==> config.mk <==
export PLATFORM = sky130hd
export DESIGN_NAME = i2c_imu_init_and_burst_reader_unit
export DESIGN_NICKNAME = d
export VERILOG_FILES = /design/src/imu_rd_pkg.sv /design/src/imu_rd_conv.sv /design/src/i2c_imu_init_and_burst_reader_unit.sv
export SDC_FILE = /design/constraint.sdc
export NUM_CORES = 2
export LEC_CHECK = 0
export ABC_CLOCK_PERIOD_IN_PS = 13300
export BUFFER_PORTS_ARGS = -buffer_cell sky130_fd_sc_hd__buf_2
export CAP_MARGIN = 20
export CORE_MARGIN = 1
export CORE_UTILIZATION = 55
export CTS_CLUSTER_DIAMETER = 40
export DETAILED_ROUTE_END_ITERATION = 16
export PLACE_DENSITY = 0.67
export SYNTH_ARGS = -nofsm -noshare
export SYNTH_HDL_FRONTEND = slang
export SYNTH_SLANG_ARGS = --single-unit
==> constraint.sdc <==
create_clock -name clk_i -period 13.3 [get_ports clk_i]
set_clock_uncertainty 0.2 [all_clocks]
set_input_delay 3.325 -clock clk_i [delete_from_list [all_inputs] [get_ports clk_i]]
set_output_delay 3.325 -clock clk_i [all_outputs]
set_load 0.03 [all_outputs]
==> src/imu_rd_pkg.sv <==
// Shared types, status codes and constants of the inertial sensor bus reader.
// Used by imu_rd_conv and i2c_imu_init_and_burst_reader_unit; depends on nothing.
package imu_rd_pkg;

  // Sizes of the init sequence and of the burst.
  localparam int unsigned INIT_PAIRS   = 14;
  localparam int unsigned SAMPLE_BYTES = 14;
  localparam int unsigned SAMPLE_WORDS = SAMPLE_BYTES / 2;
  localparam logic [3:0]  PAIRS_MAX    = 4'(INIT_PAIRS - 1);
  localparam logic [3:0]  BYTES_LAST   = 4'(SAMPLE_BYTES - 1);
  localparam logic [2:0]  LAST_CHAN    = 3'(SAMPLE_WORDS - 1);

  // Conversion datapath widths.
  localparam int unsigned VAL_W     = 19;  // result width
  localparam int unsigned NUM_W     = 26;  // signed scaled numerator
  localparam int unsigned MAG_W     = 25;  // numerator magnitude
  localparam int unsigned DIV_W     = 12;  // divisor width
  localparam int unsigned REC_W     = 21;  // reciprocal and scale operand width
  localparam int unsigned MUL_W     = MAG_W + REC_W;
  // Reciprocals are floor(2^25 / divisor); 2^25 exceeds every magnitude, so the
  // estimated quotient is short by at most one.
  localparam int unsigned REC_SHIFT = 25;

  // Bus controller status codes (status byte divided by eight).
  localparam logic [4:0] STAT_START     = 5'd1;
  localparam logic [4:0] STAT_RSTART    = 5'd2;
  localparam logic [4:0] STAT_SLAW_ACK  = 5'd3;
  localparam logic [4:0] STAT_SLAW_NACK = 5'd4;
  localparam logic [4:0] STAT_DATA_ACK  = 5'd5;
  localparam logic [4:0] STAT_DATA_NACK = 5'd6;
  localparam logic [4:0] STAT_SLAR_ACK  = 5'd8;
  localparam logic [4:0] STAT_SLAR_NACK = 5'd9;
  localparam logic [4:0] STAT_RX_ACK    = 5'd10;
  localparam logic [4:0] STAT_RX_NACK   = 5'd11;
  localparam logic [4:0] STAT_IDLE      = 5'd31;

  // Control bits to clear.
  localparam logic [3:0] CLR_ACK   = 4'b0001;
  localparam logic [3:0] CLR_STOP  = 4'b0010;
  localparam logic [3:0] CLR_START = 4'b0100;
  localparam logic [3:0] CLR_IRQ   = 4'b1000;

  // Activity pin actions.
  localparam logic [1:0] PIN_KEEP = 2'd0;
  localparam logic [1:0] PIN_HIGH = 2'd1;
  localparam logic [1:0] PIN_LOW  = 2'd2;

  // Configuration register indexes.
  localparam logic [1:0] CFG_DEV_ADDR   = 2'd0;
  localparam logic [1:0] CFG_FIRST_REG  = 2'd1;
  localparam logic [1:0] CFG_PAIRS_LAST = 2'd2;

  typedef enum logic [2:0] {
    ST_IDLE,
    ST_READ,
    ST_START,
    ST_CONV,
    ST_EMIT
  } ctrl_state_e;

  typedef enum logic [2:0] {
    CV_IDLE,
    CV_MUL,
    CV_ABS,
    CV_RECIP,
    CV_BACK,
    CV_FIX,
    CV_DONE
  } conv_state_e;

  typedef struct packed {
    logic       start;
    logic [2:0] chan;
  } conv_req_t;

  typedef struct packed {
    logic                    done;
    logic signed [VAL_W-1:0] value;
  } conv_rsp_t;

  // Packed so that the first field lands in the highest bits.
  typedef struct packed {
    logic signed [VAL_W-1:0] value;
    logic [2:0]              channel;
    logic [1:0]              activity_pin;
    logic [3:0]              clear_mask;
    logic                    set_ack;
    logic                    set_stop;
    logic                    set_start;
    logic [7:0]              tx_byte;
    logic                    tx_load;
  } out_data_t;

  typedef struct packed {
    logic      last;
    logic      sample_valid;
    out_data_t data;
  } out_item_t;

  // Init register pairs: even index is the register, odd index the value.
  // Pairs past the table read as zero bytes.
  function automatic logic [7:0] init_byte(logic [4:0] idx);
    logic [7:0] b;
    case (idx)
      5'd0:    b = 8'h6B;
      5'd2:    b = 8'h19;
      5'd3:    b = 8'h07;
      5'd4:    b = 8'h1A;
      5'd6:    b = 8'h1B;
      5'd8:    b = 8'h1C;
      5'd10:   b = 8'h23;
      5'd12:   b = 8'h24;
      5'd14:   b = 8'h37;
      5'd16:   b = 8'h38;
      5'd17:   b = 8'h01;
      5'd18:   b = 8'h67;
      5'd20:   b = 8'h68;
      5'd22:   b = 8'h6A;
      5'd24:   b = 8'h6C;
      5'd26:   b = 8'h74;
      default: b = 8'h00;
    endcase
    return b;
  endfunction

  // Scale, offset and divisor per channel: accel 125v/2048,
  // temperature (50v+621010)/17, gyro 1000v/131.
  function automatic logic [REC_W-1:0] conv_mul(logic [2:0] chan);
    logic [REC_W-1:0] m;
    if (chan < 3'd3) m = REC_W'(125);
    else if (chan == 3'd3) m = REC_W'(50);
    else m = REC_W'(1000);
    return m;
  endfunction

  function automatic logic signed [NUM_W-1:0] conv_add(logic [2:0] chan);
    logic signed [NUM_W-1:0] a;
    if (chan == 3'd3) a = NUM_W'(621010);
    else a = '0;
    return a;
  endfunction

  function automatic logic [DIV_W-1:0] conv_div(logic [2:0] chan);
    logic [DIV_W-1:0] d;
    if (chan < 3'd3) d = DIV_W'(2048);
    else if (chan == 3'd3) d = DIV_W'(17);
    else d = DIV_W'(131);
    return d;
  endfunction

  function automatic logic [REC_W-1:0] conv_rec(logic [2:0] chan);
    logic [REC_W-1:0] r;
    if (chan < 3'd3) r = REC_W'(16384);
    else if (chan == 3'd3) r = REC_W'(1973790);
    else r = REC_W'(256140);
    return r;
  endfunction

endpackage

==> src/imu_rd_conv.sv <==
// Conversion unit: one shared multiplier scales the sample, then divides by reciprocal
// multiplication with a back-multiply and a single correction step.
// Depends on imu_rd_pkg for widths, request/response structs and channel constants.
module imu_rd_conv (
  input  logic                  clk_i,
  input  logic                  rst_ni,
  input  imu_rd_pkg::conv_req_t req_i,
  input  logic [15:0]           word_i,
  output imu_rd_pkg::conv_rsp_t rsp_o
);
  import imu_rd_pkg::*;

  conv_state_e             state_q, state_d;
  logic [15:0]             word_q;
  logic [2:0]              chan_q;
  logic [15:0]             word_abs;
  logic [MAG_W-1:0]        prod_q;
  logic signed [NUM_W-1:0] prod_s;
  logic signed [NUM_W-1:0] num;
  logic [NUM_W-1:0]        num_neg;
  logic                    neg_q;
  logic [MAG_W-1:0]        mag_q;
  logic [VAL_W-1:0]        quo_q;
  logic [MAG_W-1:0]        rem_q;
  logic [MAG_W-1:0]        mul_a;
  logic [REC_W-1:0]        mul_b;
  logic [MUL_W-1:0]        mul_p;
  logic [DIV_W-1:0]        divisor;
  logic                    fits;

  assign word_abs = word_q[15] ? 16'(-word_q) : word_q;
  assign prod_s   = signed'({1'b0, prod_q});
  assign num      = (word_q[15] ? -prod_s : prod_s) + conv_add(chan_q);
  assign num_neg  = NUM_W'(-num);
  assign divisor  = conv_div(chan_q);
  // The estimate is at most one short, so one compare finishes the quotient.
  assign fits     = rem_q >= MAG_W'(divisor);

  // Operand select of the shared multiplier.
  always_comb begin
    case (state_q)
      CV_RECIP: begin
        mul_a = mag_q;
        mul_b = conv_rec(chan_q);
      end
      CV_BACK: begin
        mul_a = MAG_W'(quo_q);
        mul_b = REC_W'(divisor);
      end
      default: begin
        mul_a = MAG_W'(word_abs);
        mul_b = conv_mul(chan_q);
      end
    endcase
  end

  assign mul_p = mul_a * mul_b;

  assign rsp_o.value = neg_q ? signed'(VAL_W'(~quo_q + VAL_W'(1))) : signed'(quo_q);
  assign rsp_o.done  = (state_q == CV_DONE);

  always_comb begin
    state_d = state_q;
    case (state_q)
      CV_IDLE:  if (req_i.start) state_d = CV_MUL;
      CV_MUL:   state_d = CV_ABS;
      CV_ABS:   state_d = CV_RECIP;
      CV_RECIP: state_d = CV_BACK;
      CV_BACK:  state_d = CV_FIX;
      CV_FIX:   state_d = CV_DONE;
      CV_DONE:  state_d = CV_IDLE;
      default:  state_d = CV_IDLE;
    endcase
  end

  always_ff @(posedge clk_i or negedge rst_ni) begin
    if (!rst_ni) begin
      state_q <= CV_IDLE;
    end else begin
      state_q <= state_d;
    end
  end

  always_ff @(posedge clk_i) begin
    case (state_q)
      CV_IDLE: begin
        if (req_i.start) begin
          word_q <= word_i;
          chan_q <= req_i.chan;
        end
      end
      CV_MUL: prod_q <= mul_p[MAG_W-1:0];
      CV_ABS: begin
        neg_q <= num[NUM_W-1];
        mag_q <= num[NUM_W-1] ? num_neg[MAG_W-1:0] : num[MAG_W-1:0];
      end
      CV_RECIP: quo_q <= mul_p[REC_SHIFT +: VAL_W];
      CV_BACK:  rem_q <= mag_q - mul_p[MAG_W-1:0];
      CV_FIX:   quo_q <= quo_q + VAL_W'(fits);
      default: ;
    endcase
  end

`ifndef NO_ASSERTIONS
  a_start_when_idle: assert property (@(posedge clk_i) disable iff (!rst_ni)
    req_i.start |-> state_q == CV_IDLE)
    else $error("conversion requested while the unit is busy");

  a_done_after_fix: assert property (@(posedge clk_i) disable iff (!rst_ni)
    state_q == CV_DONE |-> $past(state_q) == CV_FIX)
    else $error("conversion finished without the quotient correction");

  a_rem_bound: assert property (@(posedge clk_i) disable iff (!rst_ni)
    state_q == CV_FIX |-> rem_q < (MAG_W'(divisor) << 1))
    else $error("quotient estimate more than one short");
`endif

endmodule

==> src/i2c_imu_init_and_burst_reader_unit.sv <==
// Top level of the polled inertial sensor bus reader: poll decoder, sample store,
// conversion sequencer and output register. Depends on imu_rd_pkg and imu_rd_conv.
//
// Channel   Direction  Handshake            Payload
// s_axis    in         tvalid/tready        tdata: status_code, rx_byte
// m_axis    out        tvalid/tready        tdata: bus actions, channel, value;
//                                           tuser: sample_valid; tlast: last
// cfg       in         cfg_valid/cfg_ready  cfg_index, cfg_data
//
// An ordinary poll yields one transfer on m_axis.
// A completion poll yields seven transfers in channel order, each after a store read,
// request, six steps of the shared multiply unit and an output load that waits on m_axis.
// No poll is taken while a completion is in progress or the output register is held.
// Reset restores the configuration defaults and restarts the init sequence.
module i2c_imu_init_and_burst_reader_unit (
  input  logic        clk_i,
  input  logic        rst_ni,
  input  logic        s_axis_tvalid_i,
  output logic        s_axis_tready_o,
  input  logic [15:0] s_axis_tdata_i,   // [4:0] status_code, [12:5] rx_byte
  output logic        m_axis_tvalid_o,
  input  logic        m_axis_tready_i,
  // [0] tx_load, [8:1] tx_byte, [9] set_start, [10] set_stop, [11] set_ack,
  // [15:12] clear_mask, [17:16] activity_pin, [20:18] channel, [39:21] value
  output logic [39:0] m_axis_tdata_o,
  output logic        m_axis_tuser_o,   // [0] sample_valid
  output logic        m_axis_tlast_o,
  input  logic        cfg_valid_i,
  output logic        cfg_ready_o,
  input  logic [1:0]  cfg_index_i,
  input  logic [7:0]  cfg_data_i
);
  import imu_rd_pkg::*;

  // Configuration registers.
  logic [6:0] dev_addr_q;
  logic [7:0] first_reg_q;
  logic [3:0] pairs_last_q;

  // Sequencer state.
  logic       init_done_q, init_done_d;
  logic [3:0] pairs_written_q, pairs_written_d;
  logic [1:0] write_phase_q, write_phase_d;
  logic [3:0] bytes_read_q, bytes_read_d;
  logic [3:0] byte_index_q, byte_index_d;

  ctrl_state_e state_q, state_d;
  logic [2:0]  k_q, k_d;

  // Sample store, split into high (even) and low (odd) bytes of each word.
  logic [7:0]  hi_mem [SAMPLE_WORDS];
  logic [7:0]  lo_mem [SAMPLE_WORDS];
  logic [15:0] word_q;
  logic        store_we;

  logic [4:0]  code;
  logic [7:0]  rx;
  logic        in_acc;
  logic        complete;
  logic        out_free;
  logic        out_valid_q;
  out_item_t   out_q, out_d;
  logic        out_load;
  out_data_t   poll;
  logic [3:0]  pairs_lim;
  logic [1:0]  phase_sat;
  logic [3:0]  bytes_inc;
  conv_req_t   conv_req;
  conv_rsp_t   conv_rsp;

  assign code      = s_axis_tdata_i[4:0];
  assign rx        = s_axis_tdata_i[12:5];
  assign complete  = init_done_q && (bytes_read_q > BYTES_LAST);
  assign out_free  = !out_valid_q || m_axis_tready_i;
  assign s_axis_tready_o = (state_q == ST_IDLE) && out_free;
  assign in_acc    = s_axis_tvalid_i && s_axis_tready_o;
  assign cfg_ready_o = 1'b1;

  assign pairs_lim = (pairs_last_q > PAIRS_MAX) ? PAIRS_MAX : pairs_last_q;
  assign phase_sat = (write_phase_q == 2'd3) ? 2'd3 : write_phase_q + 2'd1;
  assign bytes_inc = bytes_read_q + 4'd1;

  // Bus actions and state updates of one ordinary poll.
  always_comb begin
    poll            = '0;
    init_done_d     = init_done_q;
    pairs_written_d = pairs_written_q;
    write_phase_d   = write_phase_q;
    bytes_read_d    = bytes_read_q;
    byte_index_d    = byte_index_q;
    store_we        = 1'b0;
    if (!init_done_q) begin
      case (code)
        STAT_START: begin
          write_phase_d   = 2'd0;
          poll.tx_load    = 1'b1;
          poll.tx_byte    = {dev_addr_q, 1'b0};
          poll.clear_mask = CLR_START;
          poll.set_ack    = 1'b1;
        end
        STAT_SLAW_ACK: begin
          write_phase_d = phase_sat;
          poll.tx_load  = 1'b1;
          poll.tx_byte  = init_byte({pairs_written_q, 1'b0});
        end
        STAT_SLAW_NACK, STAT_DATA_NACK: begin
          poll.set_stop = 1'b1;
          poll.set_ack  = 1'b1;
        end
        STAT_DATA_ACK: begin
          write_phase_d = phase_sat;
          poll.tx_load  = 1'b1;
          poll.tx_byte  = init_byte({pairs_written_q, 1'b1});
          // The pair is done only when the phase steps from two to three.
          if (write_phase_q == 2'd2) begin
            poll.set_start = 1'b1;
            if (pairs_written_q < pairs_lim) pairs_written_d = pairs_written_q + 4'd1;
            else init_done_d = 1'b1;
          end
        end
        default: ;
      endcase
    end else begin
      poll.activity_pin = PIN_HIGH;
      case (code)
        STAT_START, STAT_RSTART: begin
          poll.tx_load    = 1'b1;
          poll.tx_byte    = {dev_addr_q, code == STAT_RSTART};
          poll.clear_mask = CLR_START;
          poll.set_ack    = 1'b1;
        end
        STAT_SLAW_ACK: begin
          poll.tx_load = 1'b1;
          poll.tx_byte = first_reg_q;
        end
        STAT_SLAW_NACK, STAT_DATA_NACK: begin
          poll.set_stop = 1'b1;
          poll.set_ack  = 1'b1;
        end
        STAT_DATA_ACK, STAT_SLAR_NACK: poll.set_start = 1'b1;
        STAT_SLAR_ACK: poll.set_ack = 1'b1;
        STAT_RX_ACK: begin
          store_we     = byte_index_q < 4'(SAMPLE_BYTES);
          byte_index_d = byte_index_q + 4'd1;
          bytes_read_d = bytes_inc;
          // Dropping the acknowledge before the final byte makes it the last one.
          if (bytes_inc == BYTES_LAST) poll.clear_mask = CLR_ACK | CLR_STOP | CLR_START | CLR_IRQ;
        end
        STAT_RX_NACK: begin
          store_we      = byte_index_q < 4'(SAMPLE_BYTES);
          byte_index_d  = '0;
          bytes_read_d  = bytes_inc;
          poll.set_stop = 1'b1;
          poll.set_ack  = 1'b1;
        end
        default: ;
      endcase
    end
    if (code != STAT_IDLE) poll.clear_mask = poll.clear_mask | CLR_IRQ;
  end

  // Sequencer: ordinary polls go straight to the output register; a completion poll
  // walks the seven channels through the shared conversion unit.
  always_comb begin
    state_d  = state_q;
    k_d      = k_q;
    out_load = 1'b0;
    out_d    = '0;
    conv_req = '0;
    case (state_q)
      ST_IDLE: begin
        if (in_acc) begin
          if (complete) begin
            state_d = ST_READ;
            k_d     = '0;
          end else begin
            out_load   = 1'b1;
            out_d.data = poll;
            out_d.last = 1'b1;
          end
        end
      end
      ST_READ:  state_d = ST_START;
      ST_START: begin
        conv_req.start = 1'b1;
        conv_req.chan  = k_q;
        state_d        = ST_CONV;
      end
      ST_CONV:  if (conv_rsp.done) state_d = ST_EMIT;
      ST_EMIT: begin
        if (out_free) begin
          out_load                = 1'b1;
          out_d.sample_valid      = 1'b1;
          out_d.last              = (k_q == LAST_CHAN);
          out_d.data.channel      = k_q;
          out_d.data.value        = conv_rsp.value;
          out_d.data.set_start    = (k_q == '0);
          out_d.data.activity_pin = (k_q == '0) ? PIN_LOW : PIN_KEEP;
          if (k_q == LAST_CHAN) begin
            state_d = ST_IDLE;
          end else begin
            k_d     = k_q + 3'd1;
            state_d = ST_READ;
          end
        end
      end
      default: state_d = ST_IDLE;
    endcase
  end

  always_ff @(posedge clk_i or negedge rst_ni) begin
    if (!rst_ni) begin
      state_q         <= ST_IDLE;
      k_q             <= '0;
      out_valid_q     <= 1'b0;
      dev_addr_q      <= 7'd104;
      first_reg_q     <= 8'd59;
      pairs_last_q    <= 4'd13;
      init_done_q     <= 1'b0;
      pairs_written_q <= '0;
      write_phase_q   <= '0;
      bytes_read_q    <= '0;
      byte_index_q    <= '0;
    end else begin
      state_q <= state_d;
      k_q     <= k_d;
      if (out_load) out_valid_q <= 1'b1;
      else if (m_axis_tready_i) out_valid_q <= 1'b0;
      if (cfg_valid_i) begin
        case (cfg_index_i)
          CFG_DEV_ADDR:   dev_addr_q   <= cfg_data_i[6:0];
          CFG_FIRST_REG:  first_reg_q  <= cfg_data_i;
          CFG_PAIRS_LAST: pairs_last_q <= cfg_data_i[3:0];
          default: ;
        endcase
      end
      if (in_acc) begin
        if (complete) begin
          bytes_read_q <= '0;
        end else begin
          init_done_q     <= init_done_d;
          pairs_written_q <= pairs_written_d;
          write_phase_q   <= write_phase_d;
          bytes_read_q    <= bytes_read_d;
          byte_index_q    <= byte_index_d;
        end
      end
    end
  end

  always_ff @(posedge clk_i) begin
    if (out_load) out_q <= out_d;
  end

  always_ff @(posedge clk_i) begin
    if (in_acc && !complete && store_we) begin
      if (byte_index_q[0]) lo_mem[byte_index_q[3:1]] <= rx;
      else hi_mem[byte_index_q[3:1]] <= rx;
    end
    if (state_q == ST_READ) word_q <= {hi_mem[k_q], lo_mem[k_q]};
  end

  imu_rd_conv u_conv (
    .clk_i  (clk_i),
    .rst_ni (rst_ni),
    .req_i  (conv_req),
    .word_i (word_q),
    .rsp_o  (conv_rsp)
  );

  assign m_axis_tvalid_o = out_valid_q;
  assign m_axis_tdata_o  = out_q.data;
  assign m_axis_tuser_o  = out_q.sample_valid;
  assign m_axis_tlast_o  = out_q.last;

`ifndef NO_ASSERTIONS
  a_pairs_bound: assert property (@(posedge clk_i) disable iff (!rst_ni)
    pairs_written_q <= PAIRS_MAX)
    else $error("init pair counter ran past the table");

  a_no_read_before_init: assert property (@(posedge clk_i) disable iff (!rst_ni)
    !init_done_q |-> bytes_read_q == '0)
    else $error("bytes counted before initialization finished");

  a_complete_starts: assert property (@(posedge clk_i) disable iff (!rst_ni)
    in_acc && complete |=> state_q == ST_READ && k_q == '0 && bytes_read_q == '0)
    else $error("completion poll did not start the conversion walk");

  a_last_channel: assert property (@(posedge clk_i) disable iff (!rst_ni)
    out_valid_q && out_q.sample_valid && out_q.last |-> out_q.data.channel == LAST_CHAN)
    else $error("conversion burst ended on the wrong channel");
`endif

endmodule
# Yosys cells after proc, flatten, opt, wreduce, memory -nomap -nowiden
# Memories as Yosys holds them, arrays and structs flattened. A register that Yosys moved wholly into a read port is not among the register bits.
# Cells that the tools add are included.
[word_totals]
output_inout_bits = 45
ramBits = 112
rom_bits = 224
wordCells = 209
register_bits = 200
mem_count = 3
inputBits = 31
[mem_list]
columns = ["name", "depth", "width", "read_ports", "rd_clocked_by_memory_dff", "wr", "line", "rtl"]
rows = [
  ["(name not given)", 32, 7, 1, 0, 0, "imu_rd_pkg.sv:104", "case (idx)"],
  ["hi_mem", 7, 8, 1, 1, 1, "i2c_imu_init_and_burst_reader_unit.sv:51", "logic [7:0] hi_mem [SAMPLE_WORDS];"],
  ["lo_mem", 7, 8, 1, 1, 1, "i2c_imu_init_and_burst_reader_unit.sv:52", "logic [7:0] lo_mem [SAMPLE_WORDS];"],
]
[op_classes]
n_addsub = 12
bitwise_logic = 5
n_lt_le_gt_ge = 6
multipliers = 1
n_mux = 77
n_reduce_logical = 39
n_eq_ne = 36
[ops]
columns = ["operator", "count"]
rows = [
  ["two-way mux 21 bit", 3],
  ["two-way mux 26 bit", 2],
  ["one-hot mux 25 bit (2 select lines)", 1],
  ["one-hot mux 24 bit (2 select lines)", 1],
  ["multiplier 25 x 21 -> 44 bit", 1],
  ["one-hot mux 21 bit (2 select lines)", 1],
  ["one-hot mux 19 bit (2 select lines)", 1],
  ["two-way mux 18 bit", 2],
  ["two-way mux 16 bit", 2],
  ["two-way mux 3 bit", 10],
  ["two-way mux 4 bit", 7],
  ["two-way mux 1 bit", 27],
  ["one-hot mux 9 bit (3 select lines)", 1],
  ["adder 26 x 21 -> 26 bit", 1],
  ["negator 25 -> 26 bit", 1],
  [">= comparator 25 x 12 -> 1 bit", 1],
  ["two-way mux 25 bit", 1],
  ["negator 25 bit", 1],
  ["subtractor 25 bit", 1],
  ["equality test 5 x 4 -> 1 bit (second input constant)", 4],
  ["two-way mux 20 bit", 1],
  ["adder 19 x 1 -> 19 bit", 1],
  ["adder 19 x 1 -> 19 bit (second input constant)", 1],
  ["two-way mux 19 bit", 1],
  ["47 further kinds", 103],
]

# Logic depth before layout (Yosys ltp)
[logic_depth]
word_depth = 9
mapped_depth = 45

# By module
# From an unflattened synthesis, not the netlist that was laid out.
[unflattened]
cells_unflattened = 3243
area_unflattened_um2 = 33225.6
[modules_own_cells]
columns = ["module", "area_each_um2", "cells_each", "n_inst"]
rows = [
  ["imu_rd_conv", 24150.7, 2619, 1],
  ["i2c_imu_init_and_burst_reader_unit", 9075.0, 624, 1],
]

# Least setup slack after synthesis
# No wires, ideal clock.
[synth_path]
kind = "reg2reg"
startpoint = "register u_conv.state_q[1]"
endpoint = "register u_conv.rem_q[23] (data pin)"
path_buffers = 3
arrival_time_ns = 9.375
synth_period_minus_slack_ns = 9.834
t_required_ns = 12.841
slack_ns = 3.466
stages_incl_launch_ff = 40
setup_ns = 0.259
cell_sequence = "dfrtp_1 clkbuf_1 nor3_1 or2_2 clkbuf_1 clkbuf_1 nor2_1 a221oi_1 nor2_1 nor2_1 fa_1 inv_1 fa_1 inv_1 fa_1 inv_1 fa_1 inv_1 [... 4 more ...] ha_1 inv_1 o21bai_1 a21o_1 a21oi_1 nor2b_1 o21ai_0 nand2b_1 xor2_1 inv_1 ha_1 or2_2 o32a_1 a311oi_1 o31ai_1 maj3_1 maj3_1 xor2_1"
[synth_via]
elab_chain_len = 4
[synth_lines]
columns = ["element", "line", "rtl"]
rows = [
  ["from (decl)", "imu_rd_conv.sv:13", "conv_state_e state_q, state_d;"],
  ["from (signal assigned)", "imu_rd_conv.sv:80", "state_q <= state_d;"],
  ["equality test 3 bit or equality test 3 x 2 -> 1 bit (tied branches)", "imu_rd_conv.sv:41", "case (state_q)"],
  ["one-hot mux 25 bit (2 select lines) or one-hot mux 21 bit (2 select lines) (tied branches)", "imu_rd_conv.sv:41", ""],
  ["multiplier 25 x 21 -> 44 bit *", "imu_rd_conv.sv:57", "assign mul_p = mul_a * mul_b;"],
  ["named net u_conv.mul_p[17]", "imu_rd_conv.sv:27", "logic [MUL_W-1:0] mul_p;"],
  ["subtractor 25 bit *", "imu_rd_conv.sv:98", "CV_BACK: rem_q <= mag_q - mul_p[MAG_W-1:0];"],
  ["to (signal assigned)", "imu_rd_conv.sv:98", ""],
  ["to (decl)", "imu_rd_conv.sv:24", "logic [MAG_W-1:0] rem_q;"],
]
# The timed path passes the listed nets; every way through them passes the cells marked *.
# A chain may end at the register's enable or synchronous reset.

# Worst setup path after layout
[layout_path]
startpoint = "register u_conv.state_q[2]"
endpoint = "register u_conv.rem_q[23] (data pin)"
# The elaborated chain is that of the path after synthesis.

==> qor.txt <==
synthesis-to-layout area growth -> 8.67%
crit path kind -> flip-flop to flip-flop
total die area -> 61100 um^2
Final Hold Fails -> 0
Syn Inst Count -> 3185
Required @ worst endpoint -> 13400 ps
share of cells above drive strength 1 -> 0.0936
Die Wd -> 247 um
min Tclk post-route -> 11770 ps
Clk Tree Root Cell -> clkbuf_16
area of the multi-input gates -> 21000 um^2
Slew headroom -> 0.259
Synth top area share -> 0.264
clk buf depth -> 3
CP Data Arrival Time -> 11870 ps
cts repair resizes -> 0
IO Pins -> 76
Starting Density -> 0.558
sequential cell area fraction in the yosys report -> 0.291
Reg area -> 9610 um^2
number of max-cap violations -> 0
vias per cell -> 5.81
most frequent cell after synthesis -> inv_1
Pre-antenna DRT Iters -> 6
worst skew pair latency -> 570 ps
setup_tns -> 0 ps
Final ANT Viol Nets -> 0
status -> finished, final reports clean
vias in the first global route -> 24384
Hold Crit Class -> flip-flop to flip-flop
synth unique cells -> 96
gr ovfl total -> 0
synthesized cell area -> 33000 um^2
RSZ-0062 raised after global routing -> false
top_reg_cell synth -> edfxtp_1
Max Fclk -> 85.0 MHz
fin. max-slew vios -> 0
core area -> 59200 um^2
slowest CP cell -> a221oi_1
Residual DRC -> 0
Setup crit start kind -> flip-flop
CTS tree -> built
GRT Total Usage -> 0.304
Post-CTS Setup Bufs -> 0
htree depth -> 2
Final Wtd Congestion -> 0.973
Via Count -> 23618
final setup fails -> 0
dpl hpwl -> 72200 um
die height -> 247 um
worst slew pin tran -> 1110 ps
Fill cells -> 4913
Synth area leaders -> fa_1, edfxtp_1, ha_1
DRT Wirelength -> 88700 um
Routed WL per cell -> 21.8 um
antenna violations before repair -> 0
#FFs+latches synth -> 327
pin count of the biggest net entering global routing -> 67
CP endpoint kind -> flip-flop
Ant. Diodes -> 0
fin nets -> 3923
Avg Synthesized Cell Area -> 10.4 um^2
most common library cells after synthesis -> inv_1, fa_1, nand2_1
Reg clk slew, reported paths -> 60 ps
IO buf count -> 71
Yosys Warn Count -> 0
first-pass GRT wire length -> 141000 um
Cell Rows -> 89
CP Max Fanout -> 29
DRT iter0 DRCs -> 2156
Post-synth EDFFs -> 283
Synth area leader -> fa_1
Async S/R FF share, synth -> 0.135
Tcrit/Tclk final -> 0.885
clock sink count -> 327
slowest stage delay, CP -> 910 ps
cts bufs inserted -> 44
Hold Buf Count CTS -> 0
## through the flow
step / hold slack (ps) / util / setup WS, ps / instance area, um^2 / cells
2_1_floorplan: 200 / - / 3470 / 33200 / 3217
3_3_place_gp: 209 / 0.579 / 2050 / 34300 / 3976
3_5_place_dp: 205 / 0.579 / 1910 / 34300 / 3978
4_1_cts: 218 / 0.605 / 1820 / 35800 / 4060
5_1_grt: 240 / 0.606 / 1100 / 35900 / 4065
6_report: 217 / 0.606 / 1530 / 35900 / 4065
## worst paths after layout
check                                         startpoint                          to  slack (ps)  cells past startpoint
min in group asynchronous                         rst_ni   dev_addr_q[2]$_DFFE_PN0P_        2400                      1
max reg2reg                u_conv.state_q[2]$_DFFE_PN0P_  u_conv.rem_q[23]$_DFFE_PN_        1530                     36
min reg2reg                          word_q[4]$_DFFE_PP_  u_conv.word_q[4]$_DFFE_PP_         220                      0
max in group asynchronous                         rst_ni   dev_addr_q[3]$_DFFE_PN1P_        9980                      2
max                        u_conv.state_q[2]$_DFFE_PN0P_  u_conv.rem_q[23]$_DFFE_PN_        1530                     36
min                                  word_q[4]$_DFFE_PP_  u_conv.word_q[4]$_DFFE_PP_         220                      0
## layout by cell type (no fill, tap or decap), types with 14 or more instances in the layout
master	netlist	final
inv_1	545	545
fa_1	435	435
nand2_1	284	283
edfxtp_1	283	283
nor2_1	245	244
ha_1	201	201
xnor2_1	115	115
o21ai_0	101	101
a21oi_1	94	94
buf_2	4	74
xor2_1	64	64
nand3_1	57	57
nor3_1	48	47
clkbuf_16	0	46
buf_4	2	38
mux2_2	36	36
conb_1	2	34
dfrtp_1	33	32
nand2b_1	31	31
a21o_1	29	29
and3_1	29	28
o31ai_1	26	26
mux2i_1	22	22
a31oi_1	20	20
nor4_1	18	17
o21bai_1	16	16
o41ai_1	16	16
mux4_2	16	16
or2_2	15	15
or3_1	15	15
a221o_1	15	15
o21a_1	15	15
a211oi_1	15	15
a221oi_1	14	14
and2_1	14	14
a22oi_1	14	14
## sequential cells by signal, summed over array words and instances, names as in the netlist, 7 cells and up
register,cells
u_conv.prod_q,25
m_axis_tdata_o,39
hi_mem,56
u_conv.rem_q,25
u_conv.quo_q,19
u_conv.word_q,16
lo_mem,56
word_q,16
u_conv.mag_q,25
first_reg_q,8
dev_addr_q,7
## final cells by class
| cell class | count | share of cell area |
|---|---|---|
| flip-flops and latches | 327 | 0.268 |
| multi-input cells | 2220 | 0.586 |
| inverters | 548 | 0.0573 |
| clock buffers | 52 | 0.0330 |
| clock inverters | 30 | 0.00934 |
| repair buffers | 115 | 0.0198 |
| well taps | 773 | 0.0269 |
## layer usage
layer | global-route usage | share of wire
met3 | 0.0512 | 0.077
met1 | 0.425 | 0.42
met4 | 0.0861 | 0.029
met2 | 0.489 | 0.47
met5 | 0 | 0
## kinds of logic (layout without fill, tap and decap cells)
group	after synthesis	in the layout	synth area share
AND/OR/NAND/NOR	820	820	0.115
adder cells (fa/ha/maj)	639	639	0.341
buffers and inverters	670	745	0.0765
flip-flops	327	327	0.291
other	2	34	0.000227
AO/OA/AOI/OAI	471	471	0.0983
XOR/XNOR	182	182	0.0491
multiplexers	74	74	0.0298
## critical path: cells and delay by family, from the launching register on
kind | cells | cell delay [ps]
buf+inv | 7 | 550
fa+ha+maj | 11 | 4780
xor+xnor | 2 | 530
compound gates | 7 | 2280
flops | 1 | 450
simple gates | 9 | 2670
Power is not shown: default switching activity piles up to over one toggle a cycle in this logic, so the estimate is an artifact.
